### src/hw/rtl/sme_pkg.sv
`timescale 1ns / 1ps
// ----------------------------------------------------------------------------
// Stable matching engine package
// Shared constants, command codes, state encoding and control bundles.
// ----------------------------------------------------------------------------
package sme_pkg;

	localparam int MAX_PAIRS_DEF = 16;
	localparam int CMD_W         = 2;
	localparam int FIELD_W       = 4;
	localparam int CFG_W         = 5;

	localparam logic [CFG_W-1:0] PAIR_COUNT_RST = 5'd16;

	typedef enum logic [CMD_W-1:0] {
		CMD_LOAD_PREF = 2'd0,
		CMD_LOAD_RANK = 2'd1,
		CMD_RUN       = 2'd2
	} cmd_t;

	typedef enum logic [3:0] {
		S_IDLE,
		S_POP,
		S_M,
		S_C,
		S_A,
		S_P,
		S_R,
		S_ERD,
		S_EWR
	} state_t;

	typedef struct packed {
		logic we;
		logic re;
		logic clr;
	} vmem_ctl_t;

	typedef struct packed {
		logic wr_en;
		logic wr_rank;
		logic pref_re;
		logic rank_re;
	} tbl_ctl_t;

endpackage

### src/hw/rtl/sme_if.sv
`timescale 1ns / 1ps
// ----------------------------------------------------------------------------
// Stable matching engine channels
// Command channel and result channel, valid/ready with payload.
// ----------------------------------------------------------------------------
interface sme_cmd_if;
	logic                        valid;
	logic                        ready;
	logic [sme_pkg::CMD_W-1:0]   command;
	logic [sme_pkg::FIELD_W-1:0] person;
	logic [sme_pkg::FIELD_W-1:0] slot;
	logic [sme_pkg::FIELD_W-1:0] entry_value;

	modport source(output valid, command, person, slot, entry_value, input ready);
	modport sink(input valid, command, person, slot, entry_value, output ready);
endinterface

interface sme_res_if;
	logic                        valid;
	logic                        ready;
	logic [sme_pkg::FIELD_W-1:0] proposer;
	logic [sme_pkg::FIELD_W-1:0] partner;
	logic                        last;

	modport source(output valid, proposer, partner, last, input ready);
	modport sink(input valid, proposer, partner, last, output ready);
endinterface

### src/hw/rtl/sme_tables.sv
`timescale 1ns / 1ps
// ----------------------------------------------------------------------------
// Preference and rank tables
// Two synchronous memories: proposer lists and acceptor ranks, one shared
// write port for loads and one registered read port each.
// ----------------------------------------------------------------------------
module sme_tables #(
	parameter int MAX_PAIRS = sme_pkg::MAX_PAIRS_DEF
) (
	input  logic                                      clk,
	input  sme_pkg::tbl_ctl_t                         ctl,
	input  logic [$clog2(MAX_PAIRS*MAX_PAIRS)-1:0]    waddr,
	input  logic [sme_pkg::FIELD_W-1:0]               wdata,
	input  logic [$clog2(MAX_PAIRS*MAX_PAIRS)-1:0]    pref_raddr,
	input  logic [$clog2(MAX_PAIRS*MAX_PAIRS)-1:0]    rank_raddr,
	output logic [sme_pkg::FIELD_W-1:0]               pref_rdata,
	output logic [sme_pkg::FIELD_W-1:0]               rank_rdata
);

	localparam int DEPTH = MAX_PAIRS * MAX_PAIRS;

	logic [sme_pkg::FIELD_W-1:0] pref_mem [DEPTH];
	logic [sme_pkg::FIELD_W-1:0] rank_mem [DEPTH];

	always_ff @(posedge clk) begin
		if (ctl.wr_en && !ctl.wr_rank) begin
			pref_mem[waddr] <= wdata;
		end
		if (ctl.pref_re) begin
			pref_rdata <= pref_mem[pref_raddr];
		end
	end

	always_ff @(posedge clk) begin
		if (ctl.wr_en && ctl.wr_rank) begin
			rank_mem[waddr] <= wdata;
		end
		if (ctl.rank_re) begin
			rank_rdata <= rank_mem[rank_raddr];
		end
	end

endmodule

### src/hw/rtl/sme_vmem.sv
`timescale 1ns / 1ps
// ----------------------------------------------------------------------------
// Per-person state memory
// Synchronous memory with one write and one registered read port. Entries
// carry valid bits; a cleared entry reads as its reset value (a constant or
// its own index).
// ----------------------------------------------------------------------------
module sme_vmem #(
	parameter int               DEPTH     = sme_pkg::MAX_PAIRS_DEF,
	parameter int               WIDTH     = 4,
	parameter logic [WIDTH-1:0] CLR_VAL   = '0,
	parameter bit               CLR_INDEX = 1'b0
) (
	input  logic                                    clk,
	input  logic                                    arst_n,
	input  sme_pkg::vmem_ctl_t                      ctl,
	input  logic [((DEPTH > 1) ? $clog2(DEPTH) : 1)-1:0] waddr,
	input  logic [WIDTH-1:0]                        wdata,
	input  logic [((DEPTH > 1) ? $clog2(DEPTH) : 1)-1:0] raddr,
	output logic [WIDTH-1:0]                        rdata
);

	localparam int AW = (DEPTH > 1) ? $clog2(DEPTH) : 1;

	logic [WIDTH-1:0] mem [DEPTH];
	logic [DEPTH-1:0] valid_q;
	logic [WIDTH-1:0] rdata_s1;
	logic             hit_s1;
	logic [AW-1:0]    raddr_s1;

	always_ff @(posedge clk) begin
		if (ctl.we) begin
			mem[waddr] <= wdata;
		end
		if (ctl.re) begin
			rdata_s1 <= mem[raddr];
			hit_s1   <= valid_q[raddr];
			raddr_s1 <= raddr;
		end
	end

	always_ff @(posedge clk or negedge arst_n) begin
		if (!arst_n) begin
			valid_q <= '0;
		end else if (ctl.clr) begin
			valid_q <= '0;
		end else if (ctl.we) begin
			valid_q[waddr] <= 1'b1;
		end
	end

	always_comb begin
		if (hit_s1) begin
			rdata = rdata_s1;
		end else if (CLR_INDEX) begin
			rdata = WIDTH'(raddr_s1);
		end else begin
			rdata = CLR_VAL;
		end
	end

endmodule

### src/hw/rtl/stable_matching_engine_unit.sv
`timescale 1ns / 1ps
// ----------------------------------------------------------------------------
// Stable matching engine
// Proposer-optimal stable matching over loaded preference and rank tables,
// with a FIFO of free proposers held in a per-person state memory.
// ----------------------------------------------------------------------------
//  Channel   Dir   Beat contents
//  cmd_ch    sink  command, person, slot, entry_value
//  res_ch    src   proposer, partner, last
//  cfg       in    cfg_wr_en, cfg_wr_data (pair_count)
//
// A load or an unknown command completes without leaving idle. A run clears
// the state memories, then loops over the queue, each pass a chain of
// dependent memory reads; at most about n*n proposals. Each result is emitted
// as a partner memory read, then the output load.
// State memories carry valid bits that a run start clears at once, so reset
// needs no clearing pass. A stalled result holds the emission sequencer.
// ----------------------------------------------------------------------------
module stable_matching_engine_unit #(
	parameter int MAX_PAIRS = sme_pkg::MAX_PAIRS_DEF
) (
	input  logic                      clk,
	input  logic                      arst_n,
	input  logic                      cfg_wr_en,
	input  logic [sme_pkg::CFG_W-1:0] cfg_wr_data,
	sme_cmd_if.sink                   cmd_ch,
	sme_res_if.source                 res_ch
);

	localparam int PW = (MAX_PAIRS > 1) ? $clog2(MAX_PAIRS) : 1;
	localparam int NW = $clog2(MAX_PAIRS + 1);
	localparam int TW = $clog2(MAX_PAIRS * MAX_PAIRS);
	localparam logic [NW-1:0] NONE_MARK = NW'(MAX_PAIRS);

	sme_pkg::state_t state_q, state_d;

	logic [sme_pkg::CFG_W-1:0] pair_count_q;
	logic [NW-1:0]             n_q, n_cfg;
	logic [PW-1:0]             head_q;
	logic [NW-1:0]             count_q;
	logic [NW-1:0]             p_q;
	logic                      out_valid_q;

	logic [PW-1:0]             m_q, a_q, cur_q;
	logic [NW-1:0]             c_q;
	logic [sme_pkg::FIELD_W-1:0] rank_m_q;
	logic [sme_pkg::FIELD_W-1:0] proposer_q, partner_q;
	logic                      last_q;

	logic                      cmd_beat, run_beat, load_ok;
	logic                      pop, push;
	logic [NW-1:0]             c_inc, h1;
	logic [PW-1:0]             head_inc, tail;
	logic [NW:0]               tsum;

	sme_pkg::tbl_ctl_t           tbl_ctl;
	logic [TW-1:0]               tbl_waddr, pref_raddr, rank_raddr;
	logic [sme_pkg::FIELD_W-1:0] pref_rd, rank_rd;

	sme_pkg::vmem_ctl_t q_ctl, nc_ctl, par_ctl, pp_ctl;
	logic [PW-1:0]      q_waddr, q_wdata, q_raddr, q_rd;
	logic [PW-1:0]      nc_waddr, nc_raddr;
	logic [NW-1:0]      nc_wdata, nc_rd;
	logic [PW-1:0]      par_waddr, par_raddr;
	logic [NW-1:0]      par_wdata, par_rd;
	logic [PW-1:0]      pp_waddr, pp_wdata, pp_raddr, pp_rd;

	function automatic logic [TW-1:0] tbl_addr(logic [PW-1:0] row, logic [PW-1:0] col);
		return TW'(row) * TW'(MAX_PAIRS) + TW'(col);
	endfunction

	assign cmd_ch.ready   = (state_q == sme_pkg::S_IDLE);
	assign cmd_beat       = cmd_ch.valid && cmd_ch.ready;
	assign run_beat       = cmd_beat && (cmd_ch.command == sme_pkg::CMD_RUN);
	assign load_ok        = (int'(cmd_ch.person) < MAX_PAIRS) && (int'(cmd_ch.slot) < MAX_PAIRS);

	assign res_ch.valid    = out_valid_q;
	assign res_ch.proposer = proposer_q;
	assign res_ch.partner  = partner_q;
	assign res_ch.last     = last_q;

	// Zero pairs behaves as one; larger counts saturate at the table size.
	always_comb begin
		if (pair_count_q == '0) begin
			n_cfg = NW'(1);
		end else if (int'(pair_count_q) > MAX_PAIRS) begin
			n_cfg = NW'(MAX_PAIRS);
		end else begin
			n_cfg = NW'(pair_count_q);
		end
	end

	// Circular queue arithmetic modulo n; operands stay below 2n.
	assign c_inc    = c_q + NW'(1);
	assign h1       = NW'(head_q) + NW'(1);
	assign head_inc = (h1 == n_q) ? '0 : PW'(h1);
	assign tsum     = (NW+1)'(head_q) + (NW+1)'(count_q);
	assign tail     = (tsum >= (NW+1)'(n_q)) ? PW'(tsum - (NW+1)'(n_q)) : PW'(tsum);

	always_comb begin
		state_d    = state_q;
		pop        = 1'b0;
		push       = 1'b0;
		tbl_ctl    = '0;
		tbl_waddr  = tbl_addr(PW'(cmd_ch.person), PW'(cmd_ch.slot));
		pref_raddr = tbl_addr(m_q, PW'(c_inc));
		rank_raddr = tbl_addr(PW'(pref_rd), m_q);
		q_ctl      = '0;
		q_waddr    = tail;
		q_wdata    = cur_q;
		q_raddr    = head_q;
		nc_ctl     = '0;
		nc_waddr   = m_q;
		nc_wdata   = c_inc;
		nc_raddr   = q_rd;
		par_ctl    = '0;
		par_waddr  = a_q;
		par_wdata  = NW'(m_q);
		par_raddr  = PW'(pref_rd);
		pp_ctl     = '0;
		pp_waddr   = m_q;
		pp_wdata   = a_q;
		pp_raddr   = PW'(p_q);

		unique case (state_q)
			sme_pkg::S_IDLE: begin
				if (cmd_beat) begin
					unique case (cmd_ch.command)
						sme_pkg::CMD_LOAD_PREF: begin
							tbl_ctl.wr_en = load_ok;
						end
						sme_pkg::CMD_LOAD_RANK: begin
							tbl_ctl.wr_en   = load_ok;
							tbl_ctl.wr_rank = 1'b1;
						end
						sme_pkg::CMD_RUN: begin
							q_ctl.clr   = 1'b1;
							nc_ctl.clr  = 1'b1;
							par_ctl.clr = 1'b1;
							pp_ctl.clr  = 1'b1;
							state_d     = sme_pkg::S_POP;
						end
						default: ;
					endcase
				end
			end
			sme_pkg::S_POP: begin
				if (count_q == '0) begin
					state_d = sme_pkg::S_ERD;
				end else begin
					q_ctl.re = 1'b1;
					state_d  = sme_pkg::S_M;
				end
			end
			sme_pkg::S_M: begin
				nc_ctl.re = 1'b1;
				state_d   = sme_pkg::S_C;
			end
			sme_pkg::S_C: begin
				if (nc_rd >= n_q) begin
					// List exhausted: he leaves the queue unmatched.
					pop       = 1'b1;
					pp_ctl.we = 1'b1;
					pp_wdata  = '0;
					state_d   = sme_pkg::S_POP;
				end else begin
					tbl_ctl.pref_re = 1'b1;
					pref_raddr      = tbl_addr(m_q, PW'(nc_rd));
					state_d         = sme_pkg::S_A;
				end
			end
			sme_pkg::S_A: begin
				if (int'(pref_rd) >= int'(n_q)) begin
					nc_ctl.we = 1'b1;
					if (c_inc >= n_q) begin
						pop       = 1'b1;
						pp_ctl.we = 1'b1;
						pp_wdata  = '0;
						state_d   = sme_pkg::S_POP;
					end else begin
						tbl_ctl.pref_re = 1'b1;
						state_d         = sme_pkg::S_A;
					end
				end else begin
					par_ctl.re      = 1'b1;
					tbl_ctl.rank_re = 1'b1;
					state_d         = sme_pkg::S_P;
				end
			end
			sme_pkg::S_P: begin
				if (par_rd >= n_q) begin
					pop        = 1'b1;
					par_ctl.we = 1'b1;
					pp_ctl.we  = 1'b1;
					state_d    = sme_pkg::S_POP;
				end else begin
					tbl_ctl.rank_re = 1'b1;
					rank_raddr      = tbl_addr(a_q, PW'(par_rd));
					nc_ctl.re       = 1'b1;
					nc_raddr        = PW'(par_rd);
					state_d         = sme_pkg::S_R;
				end
			end
			sme_pkg::S_R: begin
				if (rank_m_q < rank_rd) begin
					// Trade up: the displaced partner goes to the tail and advances.
					pop        = 1'b1;
					push       = 1'b1;
					q_ctl.we   = 1'b1;
					par_ctl.we = 1'b1;
					pp_ctl.we  = 1'b1;
					nc_ctl.we  = 1'b1;
					nc_waddr   = cur_q;
					nc_wdata   = nc_rd + NW'(1);
					state_d    = sme_pkg::S_POP;
				end else begin
					nc_ctl.we = 1'b1;
					if (c_inc >= n_q) begin
						pop       = 1'b1;
						pp_ctl.we = 1'b1;
						pp_wdata  = '0;
						state_d   = sme_pkg::S_POP;
					end else begin
						tbl_ctl.pref_re = 1'b1;
						state_d         = sme_pkg::S_A;
					end
				end
			end
			sme_pkg::S_ERD: begin
				if (!out_valid_q || res_ch.ready) begin
					pp_ctl.re = 1'b1;
					state_d   = sme_pkg::S_EWR;
				end
			end
			sme_pkg::S_EWR: begin
				state_d = (p_q + NW'(1) == n_q) ? sme_pkg::S_IDLE : sme_pkg::S_ERD;
			end
			default: begin
				state_d = sme_pkg::S_IDLE;
			end
		endcase
	end

	always_ff @(posedge clk or negedge arst_n) begin
		if (!arst_n) begin
			state_q <= sme_pkg::S_IDLE;
		end else begin
			state_q <= state_d;
		end
	end

	always_ff @(posedge clk or negedge arst_n) begin
		if (!arst_n) begin
			pair_count_q <= sme_pkg::PAIR_COUNT_RST;
			n_q          <= NW'(MAX_PAIRS);
			head_q       <= '0;
			count_q      <= '0;
			p_q          <= '0;
			out_valid_q  <= 1'b0;
		end else begin
			if (cfg_wr_en) begin
				pair_count_q <= cfg_wr_data;
			end
			if (run_beat) begin
				n_q     <= n_cfg;
				head_q  <= '0;
				count_q <= n_cfg;
				p_q     <= '0;
			end
			if (pop) begin
				head_q <= head_inc;
				if (!push) begin
					count_q <= count_q - NW'(1);
				end
			end
			if (state_q == sme_pkg::S_EWR) begin
				p_q         <= p_q + NW'(1);
				out_valid_q <= 1'b1;
			end else if (res_ch.ready) begin
				out_valid_q <= 1'b0;
			end
		end
	end

	always_ff @(posedge clk) begin
		unique case (state_q)
			sme_pkg::S_M: begin
				m_q <= q_rd;
			end
			sme_pkg::S_C: begin
				c_q <= nc_rd;
			end
			sme_pkg::S_A: begin
				if (int'(pref_rd) >= int'(n_q)) begin
					c_q <= c_inc;
				end else begin
					a_q <= PW'(pref_rd);
				end
			end
			sme_pkg::S_P: begin
				cur_q    <= PW'(par_rd);
				rank_m_q <= rank_rd;
			end
			sme_pkg::S_R: begin
				if (!(rank_m_q < rank_rd)) begin
					c_q <= c_inc;
				end
			end
			sme_pkg::S_EWR: begin
				proposer_q <= sme_pkg::FIELD_W'(p_q);
				partner_q  <= sme_pkg::FIELD_W'(pp_rd);
				last_q     <= (p_q + NW'(1) == n_q);
			end
			default: ;
		endcase
	end

	sme_tables #(
		.MAX_PAIRS(MAX_PAIRS)
	) u_tables (
		.clk       (clk),
		.ctl       (tbl_ctl),
		.waddr     (tbl_waddr),
		.wdata     (cmd_ch.entry_value),
		.pref_raddr(pref_raddr),
		.rank_raddr(rank_raddr),
		.pref_rdata(pref_rd),
		.rank_rdata(rank_rd)
	);

	// Free queue: an unwritten slot holds its own index, as after a fill.
	sme_vmem #(
		.DEPTH    (MAX_PAIRS),
		.WIDTH    (PW),
		.CLR_VAL  ('0),
		.CLR_INDEX(1'b1)
	) u_queue (
		.clk   (clk),
		.arst_n(arst_n),
		.ctl   (q_ctl),
		.waddr (q_waddr),
		.wdata (q_wdata),
		.raddr (q_raddr),
		.rdata (q_rd)
	);

	sme_vmem #(
		.DEPTH    (MAX_PAIRS),
		.WIDTH    (NW),
		.CLR_VAL  ('0),
		.CLR_INDEX(1'b0)
	) u_next_choice (
		.clk   (clk),
		.arst_n(arst_n),
		.ctl   (nc_ctl),
		.waddr (nc_waddr),
		.wdata (nc_wdata),
		.raddr (nc_raddr),
		.rdata (nc_rd)
	);

	sme_vmem #(
		.DEPTH    (MAX_PAIRS),
		.WIDTH    (NW),
		.CLR_VAL  (NONE_MARK),
		.CLR_INDEX(1'b0)
	) u_acc_partner (
		.clk   (clk),
		.arst_n(arst_n),
		.ctl   (par_ctl),
		.waddr (par_waddr),
		.wdata (par_wdata),
		.raddr (par_raddr),
		.rdata (par_rd)
	);

	// Each proposer's latest acceptor, or zero once his list runs out.
	sme_vmem #(
		.DEPTH    (MAX_PAIRS),
		.WIDTH    (PW),
		.CLR_VAL  ('0),
		.CLR_INDEX(1'b0)
	) u_prop_partner (
		.clk   (clk),
		.arst_n(arst_n),
		.ctl   (pp_ctl),
		.waddr (pp_waddr),
		.wdata (pp_wdata),
		.raddr (pp_raddr),
		.rdata (pp_rd)
	);

endmodule

### src/flat_wrapper.sv
// flat-port wrapper written by rule: the top's interface ports become plain ports
module stable_matching_engine_unit_flat 
#(
	parameter int MAX_PAIRS = sme_pkg::MAX_PAIRS_DEF
)
  (clk, arst_n, cfg_wr_en, cfg_wr_data, cmd_ch_valid, cmd_ch_command, cmd_ch_person, cmd_ch_slot, cmd_ch_entry_value, cmd_ch_ready, res_ch_valid, res_ch_proposer, res_ch_partner, res_ch_last, res_ch_ready);
  sme_cmd_if cmd_ch_i ();
  sme_res_if res_ch_i ();
  input  logic clk;
  input  logic arst_n;
  input  logic cfg_wr_en;
  input  logic [sme_pkg::CFG_W-1:0] cfg_wr_data;
  input wire logic [$bits(cmd_ch_i.valid)-1:0] cmd_ch_valid;
  input wire logic [$bits(cmd_ch_i.command)-1:0] cmd_ch_command;
  input wire logic [$bits(cmd_ch_i.person)-1:0] cmd_ch_person;
  input wire logic [$bits(cmd_ch_i.slot)-1:0] cmd_ch_slot;
  input wire logic [$bits(cmd_ch_i.entry_value)-1:0] cmd_ch_entry_value;
  output wire logic [$bits(cmd_ch_i.ready)-1:0] cmd_ch_ready;
  output wire logic [$bits(res_ch_i.valid)-1:0] res_ch_valid;
  output wire logic [$bits(res_ch_i.proposer)-1:0] res_ch_proposer;
  output wire logic [$bits(res_ch_i.partner)-1:0] res_ch_partner;
  output wire logic [$bits(res_ch_i.last)-1:0] res_ch_last;
  input wire logic [$bits(res_ch_i.ready)-1:0] res_ch_ready;
  assign cmd_ch_i.valid = cmd_ch_valid;
  assign cmd_ch_i.command = cmd_ch_command;
  assign cmd_ch_i.person = cmd_ch_person;
  assign cmd_ch_i.slot = cmd_ch_slot;
  assign cmd_ch_i.entry_value = cmd_ch_entry_value;
  assign cmd_ch_ready = cmd_ch_i.ready;
  assign res_ch_valid = res_ch_i.valid;
  assign res_ch_proposer = res_ch_i.proposer;
  assign res_ch_partner = res_ch_i.partner;
  assign res_ch_last = res_ch_i.last;
  assign res_ch_i.ready = res_ch_ready;
  stable_matching_engine_unit #(.MAX_PAIRS(MAX_PAIRS)) u_core (.clk(clk), .arst_n(arst_n), .cfg_wr_en(cfg_wr_en), .cfg_wr_data(cfg_wr_data), .cmd_ch(cmd_ch_i), .res_ch(res_ch_i));
endmodule
### config.mk
export PLATFORM = sky130hd
export DESIGN_NAME = stable_matching_engine_unit_flat
export DESIGN_NICKNAME = d
export VERILOG_FILES = /design/src/hw/rtl/sme_pkg.sv /design/src/hw/rtl/sme_if.sv /design/src/hw/rtl/sme_tables.sv /design/src/hw/rtl/sme_vmem.sv /design/src/hw/rtl/stable_matching_engine_unit.sv /design/src/flat_wrapper.sv
export SDC_FILE = /design/constraint.sdc
export NUM_CORES = 2
export LEC_CHECK = 0
export ABC_AREA = 1
export BUFFER_PORTS_ARGS = -buffer_cell sky130_fd_sc_hd__buf_4
export CAP_MARGIN = 25
export CORE_UTILIZATION = 40
export DETAILED_ROUTE_END_ITERATION = 12
export SLEW_MARGIN = 20
export SYNTH_ARGS = -nofsm -noshare
export SYNTH_HDL_FRONTEND = slang
export SYNTH_SLANG_ARGS = --single-unit
### constraint.sdc
create_clock -name clk -period 3.35 [get_ports clk]
set_input_delay 1.005 -clock clk [delete_from_list [all_inputs] [get_ports clk]]
set_output_delay 1.005 -clock clk [all_outputs]
set_load 0.01 [all_outputs]
==> flow_metrics.py <==
metrics = {
    "status": {
        "status": "finished, violations left",
        "violations": "setup timing",
    },
    "routing": {
        "ant_nets": 0,
        "num_vias": 80700,
        "viasPerCell": 5.43,
        "drt_iter0_drc": 8881,
        "first_pass_iters": 5,
        "wl_per_cell_um": 22.6,
        "drc": 0,
        "finalWirelength_mm": 336,
    },
    "timing": {
        "slew_headroom_pct": 25.8,
        "drv_slew": 0,
        "timing.final.ws_setup_ns": -0.0253,
        "hold_viol_final": 0,
        "min_period_over_period_pct": 101,
        "setup_viol": 2,
        "fin_crit_ns": 3.38,
        "rsz0062_at_grt": "yes",
        "clock.fmax_mhz": 296,
        "fin_worst_skew_ns": 0.0358,
        "tightest_slew_ns": 1.10,
    },
    "die": {
        "die-area_mm2": 0.275,
        "die_h_um": 524,
        "core_mm2": 0.271,
        "start_util_pct": 40.2,
        "rows": 191,
        "die_w_um": 524,
        "pin_count": 35,
    },
    "worst_setup_path": {
        "cp.required_ns": 4.02,
        "worstPathMaxFanout": 15,
        "critPathBufInv": 6,
        "critical_path.slowest_cell": "edfxtp_1",
        "cp-start-kind": "flop",
        "crit_type": "flop to flop",
        "endpoint_kind": "flop",
        "arrival_ns": 4.05,
        "slowest_delay_ns": 0.42,
        "critPathTopFamily": "simple AND/OR/NAND/NOR gates",
    },
    "power_and_ir_drop": {
        "pwr-share-clk_pct": 24.6,
        "pwr-share-comb_pct": 45.4,
        "p_int_w": 0.0736,
        "seq_power_share_pct": 30.0,
        "sw_frac_of_total_pct": 38.5,
        "power_density_mw_per_mm2": 888,
        "power_switching_w": 0.0461,
        "p_leak_nw": 53.4,
        "vdd_drop_max_mv": 0.636,
        "finalPower_w": 0.120,
    },
    "synthesis": {
        "muxShareOfSynthArea_pct": 0.0298,
        "synthAdderAreaFrac_pct": 0.381,
        "synth_cell_types": 49,
        "syn_area_mm2": 0.109,
        "synth_edf_count": 2383,
        "synth_warnings": 0,
        "ys_seq_area_share_pct": 67.8,
        "ys.flop_type": "edfxtp_1",
        "synth_seq_cells": 2476,
        "synth_nets": 10300,
        "synth_top_family_by_area": "simple AND/OR/NAND/NOR gates",
        "synth-compound-area-share_pct": 4.10,
        "synth-async-reset-ratio_pct": 3.76,
        "synthXorXnorAreaFrac_pct": 0.169,
        "synthCells": 10200,
        "syn_avg_cell_area_um2": 10.7,
        "yosys.area_share.simple_pct": 20.6,
    },
    "placed_design": {
        "post-place-cells": 14300,
        "routabilityCongestion": 0.904,
        "port-buffer-count": 34,
        "dp_hpwl_mm": 202,
    },
    "global_route": {
        "grt_pass1_vias": 78800,
        "grt_pass1_wl_mm": 490,
        "grt_max_degree": 109,
        "antenna_found_initial": 8,
        "track_usage_pct": 23.7,
        "grt_overflow": 0,
    },
    "finish": {
        "layout_common_cells": "edfxtp_1, nand2_1, nand3_1",
        "nFillCells": 23700,
        "syn_to_final_growth_pct": 23.6,
        "final_common_cell": "edfxtp_1",
        "fin_util_pct": 49.7,
        "instances_no_fill": 14900,
        "register_area_mm2": 0.0739,
        "drive_gt1_share_pct": 17.8,
        "multiInputGateArea_mm2": 0.0293,
        "nNetsFinal": 11200,
    },
    "clock_tree": {
        "clockRootBuffer": "clkbuf_16",
        "cts_made_buffers": 283,
        "ctsLongestPathBuffers": 4,
        "numClockSinks": 2476,
        "htree_levels": 5,
        "tritoncts": "done",
        "path_clk_slew_ns": 0.06,
        "clkLatencyLatePin_ns": 0.93,
    },
    "flow_run": {
        "drv_cap": 0,
    },
    "worst_hold_path": {
        "hold_path.class": "input port to asynchronous set/reset pin",
    },
}
[cell usage after synthesis, types with 2 or more instances]
cell	count	share of area, %
nor4_1	4	0.023
o21ai_0	278	1.3
edfxtp_1	2383	66
inv_2	8	0.028
nor3_1	534	2.5
or2_2	5	0.029
mux2_2	2	0.021
o211ai_1	235	1.6
o21ai_2	2	0.016
xnor2_1	4	0.032
o32ai_1	5	0.040
clkinv_1	3	0.010
nor3_4	2	0.030
buf_1	54	0.19
o221ai_1	25	0.20
buf_2	278	1.3
clkbuf_1	351	1.2
xor2_1	17	0.14
o31ai_1	4	0.028
nand4_1	7	0.040
o21ai_1	25	0.11
nand2_2	3	0.017
nand3b_1	256	1.8
dfstp_2	2	0.048
inv_1	1227	4.2
o21a_1	6	0.041
buf_4	3	0.021
o22ai_1	50	0.29
nor2_1	441	1.5
a21oi_1	83	0.38
nand3_1	1466	6.7
nand2_1	2303	7.9
a2111oi_0	4	0.032
a221oi_1	3	0.024
fa_1	2	0.037
ha_1	30	0.34
dfrtp_1	91	2.1
[power groups by stage]
stage / Clock [W] / Combinational [W] / Sequential, W
5_1_grt: 0.0310 / 0.0581 / 0.0359
3_3_place_gp: 0 / 0.0449 / 0.0365
2_1_floorplan: 0 / 0.0265 / 0.0364
6_report: 0.0295 / 0.0543 / 0.0359
4_1_cts: 0.0299 / 0.0492 / 0.0359
3_5_place_dp: 0 / 0.0453 / 0.0365
[layout make-up]
class	instances	share of cell area, %
Sequential cell	2476	54.8
Multi-Input combinational cell	5811	21.7
Timing Repair Buffer	1302	10.2
Clock buffer	356	5.64
Inverter	1238	3.50
Tap cell	3570	3.31
Clock inverter	123	0.817
Antenna cell	2	0.00371
[through the flow]
| stage | hold WS (ns) | instance area (um2) | setup slack [ns] | setup TNS (ns) |
|---|---|---|---|---|
| 4_1_cts | 0.130 | 132000 | -0.0586 | -0.225 |
| 5_1_grt | 0.197 | 135000 | -0.218 | -4.99 |
| 2_1_floorplan | 0.420 | 109000 | 0.0723 | 0 |
| 3_5_place_dp | 0.444 | 122000 | -0.226 | -2.71 |
| 6_report | 0.175 | 135000 | -0.0253 | -0.0364 |
| 3_3_place_gp | 0.437 | 122000 | -0.259 | -2.23 |
[worst reg2reg max path, stage by stage, from the launching register on]
cell	delay, ns
edfxtp_1	0.42
nand2_2	0.12
ha_4	0.20
inv_1	0.05
nand2_1	0.05
nand2_1	0.07
nand3_2	0.09
nand2_4	0.10
nand3_4	0.17
buf_6	0.20
nand2_2	0.07
o21ai_4	0.06
buf_12	0.15
buf_6	0.17
buf_12	0.15
buf_4	0.17
nand3_1	0.10
nand3_2	0.09
nand3_2	0.10
nand2_2	0.10
nand2_2	0.10
nand2_1	0.06
nor2_1	0.08
nor2_1	0.05
nor2_1	0.12
nand2_1	0.07
[state kept, by name, summed over array words and instances (netlist names), 16 cells and up]
register / count
u_core.u_tables.pref_mem: 1024
u_core.u_prop_partner.valid_q: 16
u_core.u_queue.mem: 64
u_core.u_queue.valid_q: 16
u_core.u_prop_partner.mem: 64
u_core.u_acc_partner.valid_q: 16
u_core.u_acc_partner.mem: 64
u_core.u_next_choice.valid_q: 16
u_core.u_next_choice.mem: 80
u_core.u_tables.rank_mem: 1024
[kinds of logic (layout without fill, tap and decap cells)]
family / count (synthesis) / after routing
buffers and inverters: 1924 / 3019
DFF: 2476 / 2476
AOI/OAI and AO/OA: 725 / 725
and+or+nand+nor: 5027 / 5030
other: 0 / 2
muxes: 3 / 3
xor gates and xnor gates: 21 / 21
adders and majority gates: 32 / 32
[layer usage]
metal	up-vias	track usage, %	wire [um]	share of wire, %
met5	-	0	40	0.012
li1	36900	-	-	-
met3	560	3.76	29600	8.8
met4	6	7.38	10100	3.0
met1	39700	32.6	140000	42
met2	3654	38.4	156000	46
[timing repair]
action / 4_1_cts / 5_1_grt
setup endpoints to repair: 71 / 168
gates resized for setup: 164 / 296
pin swaps: 41 / 97
gates cloned: 23 / 38
hold buffers: 0 / 0
buffers inserted: 34 / 54
[worst paths after layout]
path | startpoint | to | slack (ns) | cells after the start
max | u_core.u_next_choice.hit_s1 | u_core.u_tables.pref_rdata[2] | -0.03 | 25
min | arst_n | u_core.u_queue.valid_q[0] | 0.17 | 1
max reg2reg | u_core.u_next_choice.hit_s1 | u_core.u_tables.pref_rdata[2] | -0.03 | 25
min reg2reg | u_core.u_tables.rank_rdata[0] | u_core.rank_m_q[0] | 0.45 | 0
max in group asynchronous | arst_n | u_core.u_prop_partner.valid_q[7] | 2.42 | 2
min in group clk | res_ch_ready | u_core.res_ch.valid | 0.30 | 2
No activity file was read; power rests on OpenSTA's default activity.
